`config.mk`:
```
export PLATFORM = sky130hd
export DESIGN_NAME = software_timer_table_unit_flat
export DESIGN_NICKNAME = d
export VERILOG_FILES = /design/src/sv/stt_pkg.sv /design/src/sv/stt_cmd_if.sv /design/src/sv/stt_rsp_if.sv /design/src/sv/stt_table.sv /design/src/sv/software_timer_table_unit.sv /design/src/flat_wrapper.sv
export SDC_FILE = /design/constraint.sdc
export NUM_CORES = 1
export LEC_CHECK = 0
export BUFFER_PORTS_ARGS = -buffer_cell sky130_fd_sc_hd__buf_4
export CAP_MARGIN = 15
export CORE_MARGIN = 2
export CORE_UTILIZATION = 50
export DETAILED_ROUTE_END_ITERATION = 10
export GPL_ROUTABILITY_DRIVEN = 0
export PLACE_DENSITY = 0.67
export SETUP_SLACK_MARGIN = 0.2
export SYNTH_ARGS = -nofsm -noshare
export SYNTH_HDL_FRONTEND = slang
export SYNTH_SLANG_ARGS = --single-unit
export TNS_END_PERCENT = 30
```
`constraint.sdc`:
```
create_clock -name clk -period 5.8 [get_ports clk]
set_input_delay 0.58 -clock clk [delete_from_list [all_inputs] [get_ports clk]]
set_output_delay 0.58 -clock clk [all_outputs]
set_load 0.005 [all_outputs]
```
`src/sv/stt_pkg.sv`:
```
// Shared types and constants for the software timer table unit.
// No dependencies; compiled first.
package stt_pkg;

	// table geometry
	localparam int NUM_TIMERS = 8;
	localparam int TW = (NUM_TIMERS > 1) ? $clog2(NUM_TIMERS) : 1;
	localparam int COUNT_W = 32;

	// request and result field widths
	localparam int MODE_W = 3;
	localparam int INDEX_W = 3;
	localparam int STATUS_W = 2;

	// operation codes carried by a request
	typedef enum logic [MODE_W-1:0] {
		MODE_TICK   = 3'd0,
		MODE_START  = 3'd1,
		MODE_STOP   = 3'd2,
		MODE_STATUS = 3'd3,
		MODE_VALUE  = 3'd4
	} mode_e_t;

	// status codes returned by a status read
	typedef enum logic [STATUS_W-1:0] {
		ST_EXPIRED     = 2'd0,
		ST_WAITING     = 2'd1,
		ST_NOT_STARTED = 2'd2
	} status_e_t;

	// sequencer states
	typedef enum logic [1:0] {
		S_IDLE,
		S_OP,
		S_TICK
	} state_t;

	// one timer entry as stored in the table
	typedef struct packed {
		logic               running;
		logic               expired;
		logic [COUNT_W-1:0] count;
	} timer_entry_t;

	// table access for one cycle
	typedef struct packed {
		logic         rd_en;
		logic [TW-1:0] rd_addr;
		logic         wr_en;
		logic [TW-1:0] wr_addr;
		timer_entry_t wr_data;
	} tbl_req_t;

endpackage

```
`src/sv/stt_cmd_if.sv`:
```
// Request channel of the software timer table unit.
// Depends on stt_pkg.
interface stt_cmd_if;
	import stt_pkg::*;

	logic                valid;
	logic                ready;
	logic [MODE_W-1:0]   mode;
	logic [INDEX_W-1:0]  timer_index;
	logic [COUNT_W-1:0]  interval_value;

	modport source(output valid, output mode, output timer_index, output interval_value,
		input ready);
	modport sink(input valid, input mode, input timer_index, input interval_value,
		output ready);
endinterface

```
`src/sv/stt_rsp_if.sv`:
```
// Result channel of the software timer table unit.
// Depends on stt_pkg.
interface stt_rsp_if;
	import stt_pkg::*;

	logic                valid;
	logic                ready;
	logic [STATUS_W-1:0] status;
	logic [COUNT_W-1:0]  remaining;

	modport source(output valid, output status, output remaining, input ready);
	modport sink(input valid, input status, input remaining, output ready);
endinterface

```
`src/sv/stt_table.sv`:
```
// Timer entry store: one synchronous memory with a registered read port,
// plus per-entry valid bits so unwritten entries read as all zero. Uses stt_pkg.
module stt_table (
	input  logic                  clk,
	input  logic                  arst_n,
	input  stt_pkg::tbl_req_t     req,
	output stt_pkg::timer_entry_t rd_entry
);
	import stt_pkg::*;

	timer_entry_t mem [NUM_TIMERS];
	logic [NUM_TIMERS-1:0] vld_q;
	timer_entry_t rd_data_q;
	logic rd_vld_q;

	// memory array: one write and one registered read per cycle
	always_ff @(posedge clk) begin
		if (req.wr_en) begin
			mem[req.wr_addr] <= req.wr_data;
		end
		if (req.rd_en) begin
			rd_data_q <= mem[req.rd_addr];
		end
	end

	// valid bits stand in for the all-zero reset contents
	always_ff @(posedge clk or negedge arst_n) begin
		if (!arst_n) begin
			vld_q <= '0;
			rd_vld_q <= 1'b0;
		end else begin
			if (req.wr_en) begin
				vld_q[req.wr_addr] <= 1'b1;
			end
			if (req.rd_en) begin
				rd_vld_q <= vld_q[req.rd_addr];
			end
		end
	end

	assign rd_entry = rd_vld_q ? rd_data_q : '0;
endmodule

```
`src/sv/software_timer_table_unit.sv`:
```
// Software timer table unit: top level with request sequencer and result register.
// Depends on stt_pkg, stt_cmd_if, stt_rsp_if and stt_table.
//
// Holds NUM_TIMERS countdown timers in a single-port-per-direction memory and
// returns exactly one result per request. Start, stop, status read and value
// read first read the entry, then update it and load the result register. A
// tick walks the whole table, one entry per cycle through the memory's read and
// write ports; its last write and result load wait for a free result slot. A new
// request is taken once the previous one has loaded its result; a result that is
// not yet taken only holds up the final step of the following request.
module software_timer_table_unit (
	input logic clk,
	input logic arst_n,
	stt_cmd_if.sink cmd,
	stt_rsp_if.source rsp
);
	import stt_pkg::*;

	state_t state_q, state_d;
	logic [MODE_W-1:0] mode_q;
	logic [TW-1:0] addr_q;
	logic [COUNT_W-1:0] ival_q;
	logic idx_ok_q;

	logic rsp_valid_q;
	logic [STATUS_W-1:0] status_q;
	logic [COUNT_W-1:0] remaining_q;

	tbl_req_t tbl;
	timer_entry_t entry;
	timer_entry_t new_entry;
	logic op_wr;
	logic [STATUS_W-1:0] op_status;
	logic [COUNT_W-1:0] op_remaining;

	logic accept;
	logic slot_free;
	logic tick_last;
	logic load_rsp;

	assign accept = cmd.valid && cmd.ready;
	assign slot_free = !rsp_valid_q || rsp.ready;
	assign tick_last = (addr_q == TW'(NUM_TIMERS - 1));

	stt_table u_table (
		.clk(clk),
		.arst_n(arst_n),
		.req(tbl),
		.rd_entry(entry)
	);

	// entry update and result for the current request
	always_comb begin
		new_entry = entry;
		op_wr = 1'b0;
		op_status = ST_EXPIRED;
		op_remaining = '0;
		if (state_q == S_TICK) begin
			op_wr = 1'b1;
			if (entry.running && !entry.expired) begin
				if (entry.count != '0) begin
					new_entry.count = entry.count - COUNT_W'(1);
				end else begin
					new_entry.expired = 1'b1;
				end
			end
		end else begin
			case (mode_q)
				MODE_START: begin
					if (idx_ok_q) begin
						new_entry.running = 1'b1;
						new_entry.expired = 1'b0;
						new_entry.count = ival_q;
						op_wr = 1'b1;
					end
				end
				MODE_STOP: begin
					if (idx_ok_q) begin
						new_entry.running = 1'b0;
						new_entry.expired = 1'b0;
						op_wr = 1'b1;
					end
				end
				MODE_STATUS: begin
					if (idx_ok_q && entry.running) begin
						if (entry.expired) begin
							new_entry.running = 1'b0;
							new_entry.expired = 1'b0;
							op_wr = 1'b1;
							op_status = ST_EXPIRED;
						end else begin
							op_status = ST_WAITING;
						end
					end else begin
						op_status = ST_NOT_STARTED;
					end
				end
				MODE_VALUE: begin
					if (idx_ok_q) begin
						op_remaining = entry.count;
					end
				end
				default: begin
				end
			endcase
		end
	end

	// next state
	always_comb begin
		state_d = state_q;
		case (state_q)
			S_IDLE: begin
				if (accept) begin
					state_d = (cmd.mode == MODE_TICK) ? S_TICK : S_OP;
				end
			end
			S_OP: begin
				if (slot_free) begin
					state_d = S_IDLE;
				end
			end
			S_TICK: begin
				if (tick_last && slot_free) begin
					state_d = S_IDLE;
				end
			end
			default: begin
				state_d = S_IDLE;
			end
		endcase
	end

	// sequencer outputs: table access, request ready and result load
	always_comb begin
		tbl = '0;
		cmd.ready = 1'b0;
		load_rsp = 1'b0;
		case (state_q)
			S_IDLE: begin
				cmd.ready = 1'b1;
				tbl.rd_en = cmd.valid;
				tbl.rd_addr = (cmd.mode == MODE_TICK) ? '0 : TW'(cmd.timer_index);
			end
			S_OP: begin
				if (slot_free) begin
					load_rsp = 1'b1;
					tbl.wr_en = op_wr;
				end
			end
			S_TICK: begin
				if (!tick_last) begin
					tbl.wr_en = 1'b1;
					tbl.rd_en = 1'b1;
					tbl.rd_addr = addr_q + TW'(1);
				end else if (slot_free) begin
					tbl.wr_en = 1'b1;
					load_rsp = 1'b1;
				end
			end
			default: begin
			end
		endcase
		tbl.wr_addr = addr_q;
		tbl.wr_data = new_entry;
	end

	// control state
	always_ff @(posedge clk or negedge arst_n) begin
		if (!arst_n) begin
			state_q <= S_IDLE;
			rsp_valid_q <= 1'b0;
		end else begin
			state_q <= state_d;
			if (load_rsp) begin
				rsp_valid_q <= 1'b1;
			end else if (rsp.ready) begin
				rsp_valid_q <= 1'b0;
			end
		end
	end

	// request fields and walk address
	always_ff @(posedge clk) begin
		if (accept) begin
			mode_q <= cmd.mode;
			ival_q <= cmd.interval_value;
			idx_ok_q <= (32'(cmd.timer_index) < NUM_TIMERS);
			addr_q <= (cmd.mode == MODE_TICK) ? '0 : TW'(cmd.timer_index);
		end else if (state_q == S_TICK && !tick_last) begin
			addr_q <= addr_q + TW'(1);
		end
	end

	// result register
	always_ff @(posedge clk) begin
		if (load_rsp) begin
			status_q <= op_status;
			remaining_q <= op_remaining;
		end
	end

	assign rsp.valid = rsp_valid_q;
	assign rsp.status = status_q;
	assign rsp.remaining = remaining_q;

	// an accepted request always leaves idle
	a_accept_leaves_idle: assert property (@(posedge clk) disable iff (!arst_n)
		accept |=> state_q != S_IDLE)
		else $error("request accepted but sequencer stayed idle");

	// a new result appears only as a request finishes
	a_result_from_work: assert property (@(posedge clk) disable iff (!arst_n)
		$rose(rsp.valid) |-> ($past(state_q) == S_OP || $past(state_q) == S_TICK))
		else $error("result appeared without a request in progress");

	// the tick walk steps through entries one per cycle
	a_tick_walk: assert property (@(posedge clk) disable iff (!arst_n)
		(state_q == S_TICK && !tick_last) |=> addr_q == $past(addr_q) + TW'(1))
		else $error("tick walk skipped or repeated an entry");
endmodule

```
`src/flat_wrapper.sv`:
```
// flat-port wrapper written by rule: the top's interface ports become plain ports
module software_timer_table_unit_flat import stt_pkg::*;
  (clk, arst_n, cmd_valid, cmd_mode, cmd_timer_index, cmd_interval_value, cmd_ready, rsp_valid, rsp_status, rsp_remaining, rsp_ready);
  stt_cmd_if cmd_i ();
  stt_rsp_if rsp_i ();
  input logic clk;
  input logic arst_n;
  input wire logic [$bits(cmd_i.valid)-1:0] cmd_valid;
  input wire logic [$bits(cmd_i.mode)-1:0] cmd_mode;
  input wire logic [$bits(cmd_i.timer_index)-1:0] cmd_timer_index;
  input wire logic [$bits(cmd_i.interval_value)-1:0] cmd_interval_value;
  output wire logic [$bits(cmd_i.ready)-1:0] cmd_ready;
  output wire logic [$bits(rsp_i.valid)-1:0] rsp_valid;
  output wire logic [$bits(rsp_i.status)-1:0] rsp_status;
  output wire logic [$bits(rsp_i.remaining)-1:0] rsp_remaining;
  input wire logic [$bits(rsp_i.ready)-1:0] rsp_ready;
  assign cmd_i.valid = cmd_valid;
  assign cmd_i.mode = cmd_mode;
  assign cmd_i.timer_index = cmd_timer_index;
  assign cmd_i.interval_value = cmd_interval_value;
  assign cmd_ready = cmd_i.ready;
  assign rsp_valid = rsp_i.valid;
  assign rsp_status = rsp_i.status;
  assign rsp_remaining = rsp_i.remaining;
  assign rsp_i.ready = rsp_ready;
  software_timer_table_unit u_core (.clk(clk), .arst_n(arst_n), .cmd(cmd_i), .rsp(rsp_i));
endmodule
```
==> qor.csv, run 1 <==
metric;value;unit
Combinational Power Share;26.6;%
Clock Latency Late Sink;0.55;ns
status;completed;
Via-to-Cell Ratio;5.74;
# DRC;0;
Tcrit/Tclk final;66.9;%
final wirelength;38.9;mm
CTS tree;built;
Post-synth top flop;edfxtp_1;
clock skew;0.0200;ns
Post-Syn Nets;1453;
CORE AREA;32500;um^2
TNS Setup;0;ns
Hold-fix buffers, CTS;1;
TritonCTS Buffers;40;
pins over their slew limit;0;
Post-synth EDFFs;378;
synth cell count leaders;387 x nand2_1, 378 x edfxtp_1, 187 x nand3_1, 76 x clkbuf_1, 73 x nor2_1;
area delta synth->final;14.3;%
leading post-synthesis cells by cell area;edfxtp_1 69%, nand2_1 8.8%, nand3_1 5.7%, o21ai_0 1.9%, dfrtp_1 1.8%;
register share of total power;46.0;%
Yosys top cell area share;68.7;%
Setup crit end;u_core.u_table.mem[1][1];
crit-path max cell delay;0.85;ns
Leakage;6.72;nW
antenna violations before repair;0;
post-CTS sizing;0;
Die H;186;um
largest vdd supply drop;241;uV
Worst-Margin Slew;1.30;ns
Ys Warns;0;
crit path from;u_core.u_table.rd_data_q[5];
Worst setup SP type;register;
GRT Overall Usage;22.7;%
Die Wd;186;um
clk root buf;clkbuf_16;
# Max-Cap Violations;0;
Pwr Total;8.69;mW
Switching Share;33.5;%
largest net degree at the start of global routing;75;
Worst Hold Class;in2reg;
non-filler cells, final;1928;
vias;11100;
critical path's top delay family;compound AO/OA/AOI/OAI gates;
RSZ-0062 raised after global routing;false;
mapped cell area;16500;um^2
FP Rows;66;
first-pass GRT wire length;59.6;mm
post-detailed-placement half-perimeter wirelength;23.2;mm
Final Setup Violations;0;
top-count cell post-synth;nand2_1;
CTS Buffer Depth;3;
PortBufs;77;
WP buf/inv;0;
Setup crit end kind;register;
average size of a mapped cell;11.8;um^2
#FFs+latches synth;390;
CP required;5.98;ns
post-synthesis sequential area ratio;70.5;%
# IOs;78;
P_int;5.78;mW
Peak Freq;258;MHz
Psw;2.91;mW
final worst path period need;3.88;ns
Place WS;2.02;ns
WS Path Type;reg2reg;
setup bufs post-CTS;0;
CP most frequent cell;or4_1;
drt wl/cell;20.2;um
Data arrival, critical path;4.06;ns
1st-iter DRT viols;1224;
cell accounting for the most synthesized area;edfxtp_1;
Reg2Reg Launch Point;u_core.u_table.rd_data_q[5];
grt ovf;0;
finished layout cell area;18900;um^2
Slowest-stage cell, CP;a311oi_1;
P per Cell Area;460;nW/um^2
WP depth;6;
die area;34500;um^2
antenna cell count;0;
H-tree Lvls;2;
final hold viol count;0;
nets@finish;1511;
register-to-register setup slack;1.92;ns
Crit Path Max Fanout;12;
clock power share;27.4;%
Starting Density;50.8;%
reg-to-reg critical path endpoint;u_core.u_table.mem[1][1];
critical path, cell by cell;or4_1, or4_1, o21ai_2, a21oi_1, and3_1, a311oi_1;
# placed instances;1861;
Final Util;58.0;%
number of global-route vias before repair;10500;
Slew headroom;13.1;%
Async SR Flop Fraction;3.08;%
Unique masters post-synth;63;
Worst Hold Slack;0.219;ns
R2R depth;6;
first drt pass iteration count;6;
Area after DPL;17700;um^2
clock sinks;390;
Post-Syn Instances;1404;
post-route setup slack;1.92;ns
layout cells sized above 1;12.1;%
DRT antenna net count;0;
Worst-path clk slew;0.06;ns
registers in the layout (all words and copies together), names as in the netlist, 2 cells and up:
signal                    flops
u_core.addr_q                 3
u_core.ival_q                32
u_core.mode_q                 3
u_core.rsp.remaining         32
u_core.rsp.status             2
u_core.state_q                2
u_core.u_table.mem          272
u_core.u_table.rd_data_q     34
u_core.u_table.vld_q          8
power by group through the flow:
stage          registers (mW)  clock network, mW  logic [mW]
2_1_floorplan            3.95                  0        1.49
4_1_cts                  3.99               2.43        2.30
3_5_place_dp             4.04                  0        2.29
3_3_place_gp             4.03                  0        2.25
6_report                 4.00               2.38        2.32
5_1_grt                  4.02               2.54        2.57
cells by family after synthesis:
logic type / after synthesis / share of synthesized area [%]
AO/OA/AOI/OAI: 181 / 7.02
XOR/XNOR: 6 / 0.318
adder cells (fa/ha/maj): 7 / 0.530
buffers and inverters: 96 / 2.24
flip-flops: 390 / 70.5
multiplexers: 7 / 0.432
AND/OR/NAND/NOR: 717 / 18.9
cells in the final DEF, fill, tap and decap left out, types with 4 or more instances in the layout:
cell and count:
o21bai_1 6, a31oi_1 7, inv_1 11, clkinv_1 6, nand4_1 5, o31ai_1 4, clkbuf_1 10, nor2_1 66
ha_1 6, a21oi_1 36, dfrtp_1 11, a221oi_1 6, nand2b_1 5, edfxtp_1 378, o21ai_0 62, and3_1 15
nor4_1 12, xor2_1 4, nand3_1 187, nor3_1 10, buf_4 96, mux2i_1 6, o22ai_1 13, a211oi_1 10
clkbuf_16 40, nand2_1 387, clkinv_2 5, nor2_4 6
metal layers:
metal	part of all wire, %	up-vias	routed length, um	track usage, %
li1	-	5225	-	-
met1	45	5322	17400	33.5
met2	45	448	17500	35.1
met3	8.0	71	3100	3.25
met4	2.3	0	903	6.55
met5	0	-	0	0
layout make-up:
class | instances | area, um^2
Fill cell | 2616 | 13700
Sequential cell | 390 | 11700
Timing Repair Buffer | 100 | 791
Clock buffer | 50 | 1040
Inverter | 12 | 45.0
Tap cell | 442 | 553
Clock inverter | 16 | 156
Multi-Input combinational cell | 918 | 4640
worst min path at each step:
stage,startpoint,slack [ns],end,cells past startpoint
after floorplan,arst_n,0.28,u_core.rsp.valid,0
after global placement,arst_n,0.43,u_core.u_table.vld_q[7],1
after detailed placement,arst_n,0.44,u_core.u_table.vld_q[7],1
after CTS,cmd_interval_value[27],0.20,u_core.ival_q[27],1
after global routing,cmd_interval_value[10],0.20,u_core.ival_q[10],1
final,cmd_interval_value[27],0.22,u_core.ival_q[27],1
Note: power is estimated with default switching activity, not from simulation.
==> run 2, diff against run 1 <==
--- a/config.mk
+++ b/config.mk
@@ -11,7 +11,7 @@
 export CORE_UTILIZATION = 50
 export DETAILED_ROUTE_END_ITERATION = 10
 export GPL_ROUTABILITY_DRIVEN = 0
-export PLACE_DENSITY = 0.67
+export PLACE_DENSITY = 0.7
 export SETUP_SLACK_MARGIN = 0.2
 export SYNTH_ARGS = -nofsm -noshare
 export SYNTH_HDL_FRONTEND = slang
==> constraint.sdc (replaced) <==
create_clock -name clk -period 3.2 [get_ports clk]
set_input_delay 0.32 -clock clk [delete_from_list [all_inputs] [get_ports clk]]
set_output_delay 0.32 -clock clk [all_outputs]
set_load 0.005 [all_outputs]
==> run 2 against run 1 <==
Net effect:
- final cell count grew 4.8%
- sequential power up 78%
- final area increased by 5.7%
- critical endpoint is now u_core.u_table.mem[6][20]
- global-route usage is 1.6 points higher
- routed wire length grew 6.7%
- hold slack worse by 0.067 ns
- critical path type unchanged
- non-clock buffer count is 87 higher
- via count grew 6.0%
==> qor.csv, run 2 (synthesized netlist as in run 1, its figures left out) <==
metric;value;unit
Die H;186;um
DRT antenna net count;0;
R2R depth;6;
largest net degree at the start of global routing;75;
Worst-path clk slew;0.06;ns
antenna violations before repair;0;
CP required;3.50;ns
drt wl/cell;20.5;um
register-to-register setup slack;0.11;ns
FP Rows;66;
vias;11700;
non-filler cells, final;2021;
GRT Overall Usage;24.3;%
pins over their slew limit;0;
status;completed;
final worst path period need;3.09;ns
H-tree Lvls;2;
largest vdd supply drop;517;uV
Die Wd;186;um
P per Cell Area;829;nW/um^2
PortBufs;77;
crit path from;u_core.u_table.rd_data_q[6];
Worst Hold Class;in2reg;
die area;34500;um^2
# IOs;78;
Biggest register;u_core.u_table.mem;
Slew headroom;24.3;%
first-pass GRT wire length;63.5;mm
Data arrival, critical path;3.39;ns
Reg2Reg Launch Point;u_core.u_table.rd_data_q[6];
# DRC;0;
Top Registers;u_core.u_table.mem: 272 flops, u_core.u_table.rd_data_q: 34 flops;
clock sinks;390;
commonest non-fill, non-tap cell in the layout;nand2_1;
Setup crit end;u_core.u_table.mem[6][20];
final hold viol count;0;
Starting Density;50.8;%
reg-to-reg critical path endpoint;u_core.u_table.mem[6][20];
# Max-Cap Violations;0;
number of flip-flops in the largest register;272;
number of global-route vias before repair;11200;
layout cells sized above 1;15.7;%
grt ovf;0;
post-detailed-placement half-perimeter wirelength;24.7;mm
Worst-Margin Slew;1.13;ns
Worst setup SP type;register;
Final Setup Violations;0;
CTS tree;built;
Crit Path Max Fanout;8;
WS Path Type;reg2reg;
Tcrit/Tclk final;96.6;%
CTS Buffer Depth;3;
TritonCTS Buffers;39;
Setup crit end kind;register;
Peak Freq;323;MHz
clock skew;0.0186;ns
Leakage;7.23;nW
1st-iter DRT viols;1219;
# placed instances;1912;
Clock Latency Late Sink;0.55;ns
final wirelength;41.5;mm
area delta synth->final;20.8;%
Via-to-Cell Ratio;5.81;
CORE AREA;32500;um^2
hold path startpoint;cmd_valid;
antenna cell count;0;
RSZ-0062 raised after global routing;true;
Final Util;61.4;%
first drt pass iteration count;5;
nets@finish;1597;
most frequent cells in the layout;387 x nand2_1, 378 x edfxtp_1, 187 x nand3_1;
clk root buf;clkbuf_16;
==> run 2: changes by cell type in the layout (fill, tap and decap cells not counted), moves of 2 or more <==
cell,previous run,this run
dlygate4sd3_1,1,36
clkbuf_1,10,8
nor3_4,0,2
buf_12,3,20
clkinv_2,5,10
a21oi_2,0,6
buf_4,96,131
nor3_2,2,0
bufinv_16,2,4
a21oi_1,36,30
==> run 2: routing by layer <==
layer	up-vias	track usage, %	share of wire (%)
li1	5386	-	-
met3	80	3.80	9.6
met1	5657	34.9	42
met2	612	38.2	46
met5	-	0	0
met4	0	7.75	2.6
==> run 2: per-stage QoR <==
step	setup TNS, ns	cell area, um^2	worst slack [ns]	hold slack, ns	power (mW)
global route	0	20000	0.0317	0.180	17.3
CTS	0	19900	0.0962	0.141	16.5
finish	0	20000	0.107	0.152	16.6
detailed placement	0	18300	0.0424	0.176	11.9
global placement	0	18300	0.103	0.174	11.8
floorplan	-85.99	16500	-0.351	0.0244	9.86
==> run 2: worst max-delay path: stages (launching register included) <==
cell and delay, ns:
edfxtp_1 0.41, or4_1 0.57, or4_1 0.52, or3b_1 0.60, nor2_2 0.26, a22oi_2 0.11
o21ai_1 0.37
==> run 2: cell type report <==
cell class / instances / area, um^2
Clock inverter: 25 / 268
Inverter: 12 / 45.0
Fill cell: 2450 / 12600
Clock buffer: 47 / 1010
Multi-Input combinational cell: 918 / 4690
Sequential cell: 390 / 11700
Tap cell: 442 / 553
Timing Repair Buffer: 187 / 1740
==> run 2: how the worst min path moves through the flow <==
stage                         endpoint  slack, ns  cells past startpoint
6_report             u_core.state_q[1]       0.15                      4
5_1_grt        u_core.u_table.vld_q[4]       0.18                      2
4_1_cts        u_core.u_table.vld_q[4]       0.14                      2
3_5_place_dp   u_core.u_table.vld_q[4]       0.18                      1
3_3_place_gp   u_core.u_table.vld_q[4]       0.17                      1
2_1_floorplan         u_core.rsp.valid       0.02                      0
==> run 2: timing repair <==
item	4_1_cts	5_1_grt
hold endpoints to repair	47	0
endpoints found under the setup margin	72	152
resized for setup	3	6
pin swaps	0	1
setup buffers	0	1
hold buffers	36	0
==> run 2: power breakdown <==
group | total, mW | switching (mW) | internal [mW] | leakage, nW
Sequential | 7.14 | 0.353 | 6.79 | 3.63
Combinational | 4.90 | 3.27 | 1.62 | 2.98
Clock | 4.52 | 1.92 | 2.60 | 0.621
Total | 16.6 | 5.54 | 11.0 | 7.23
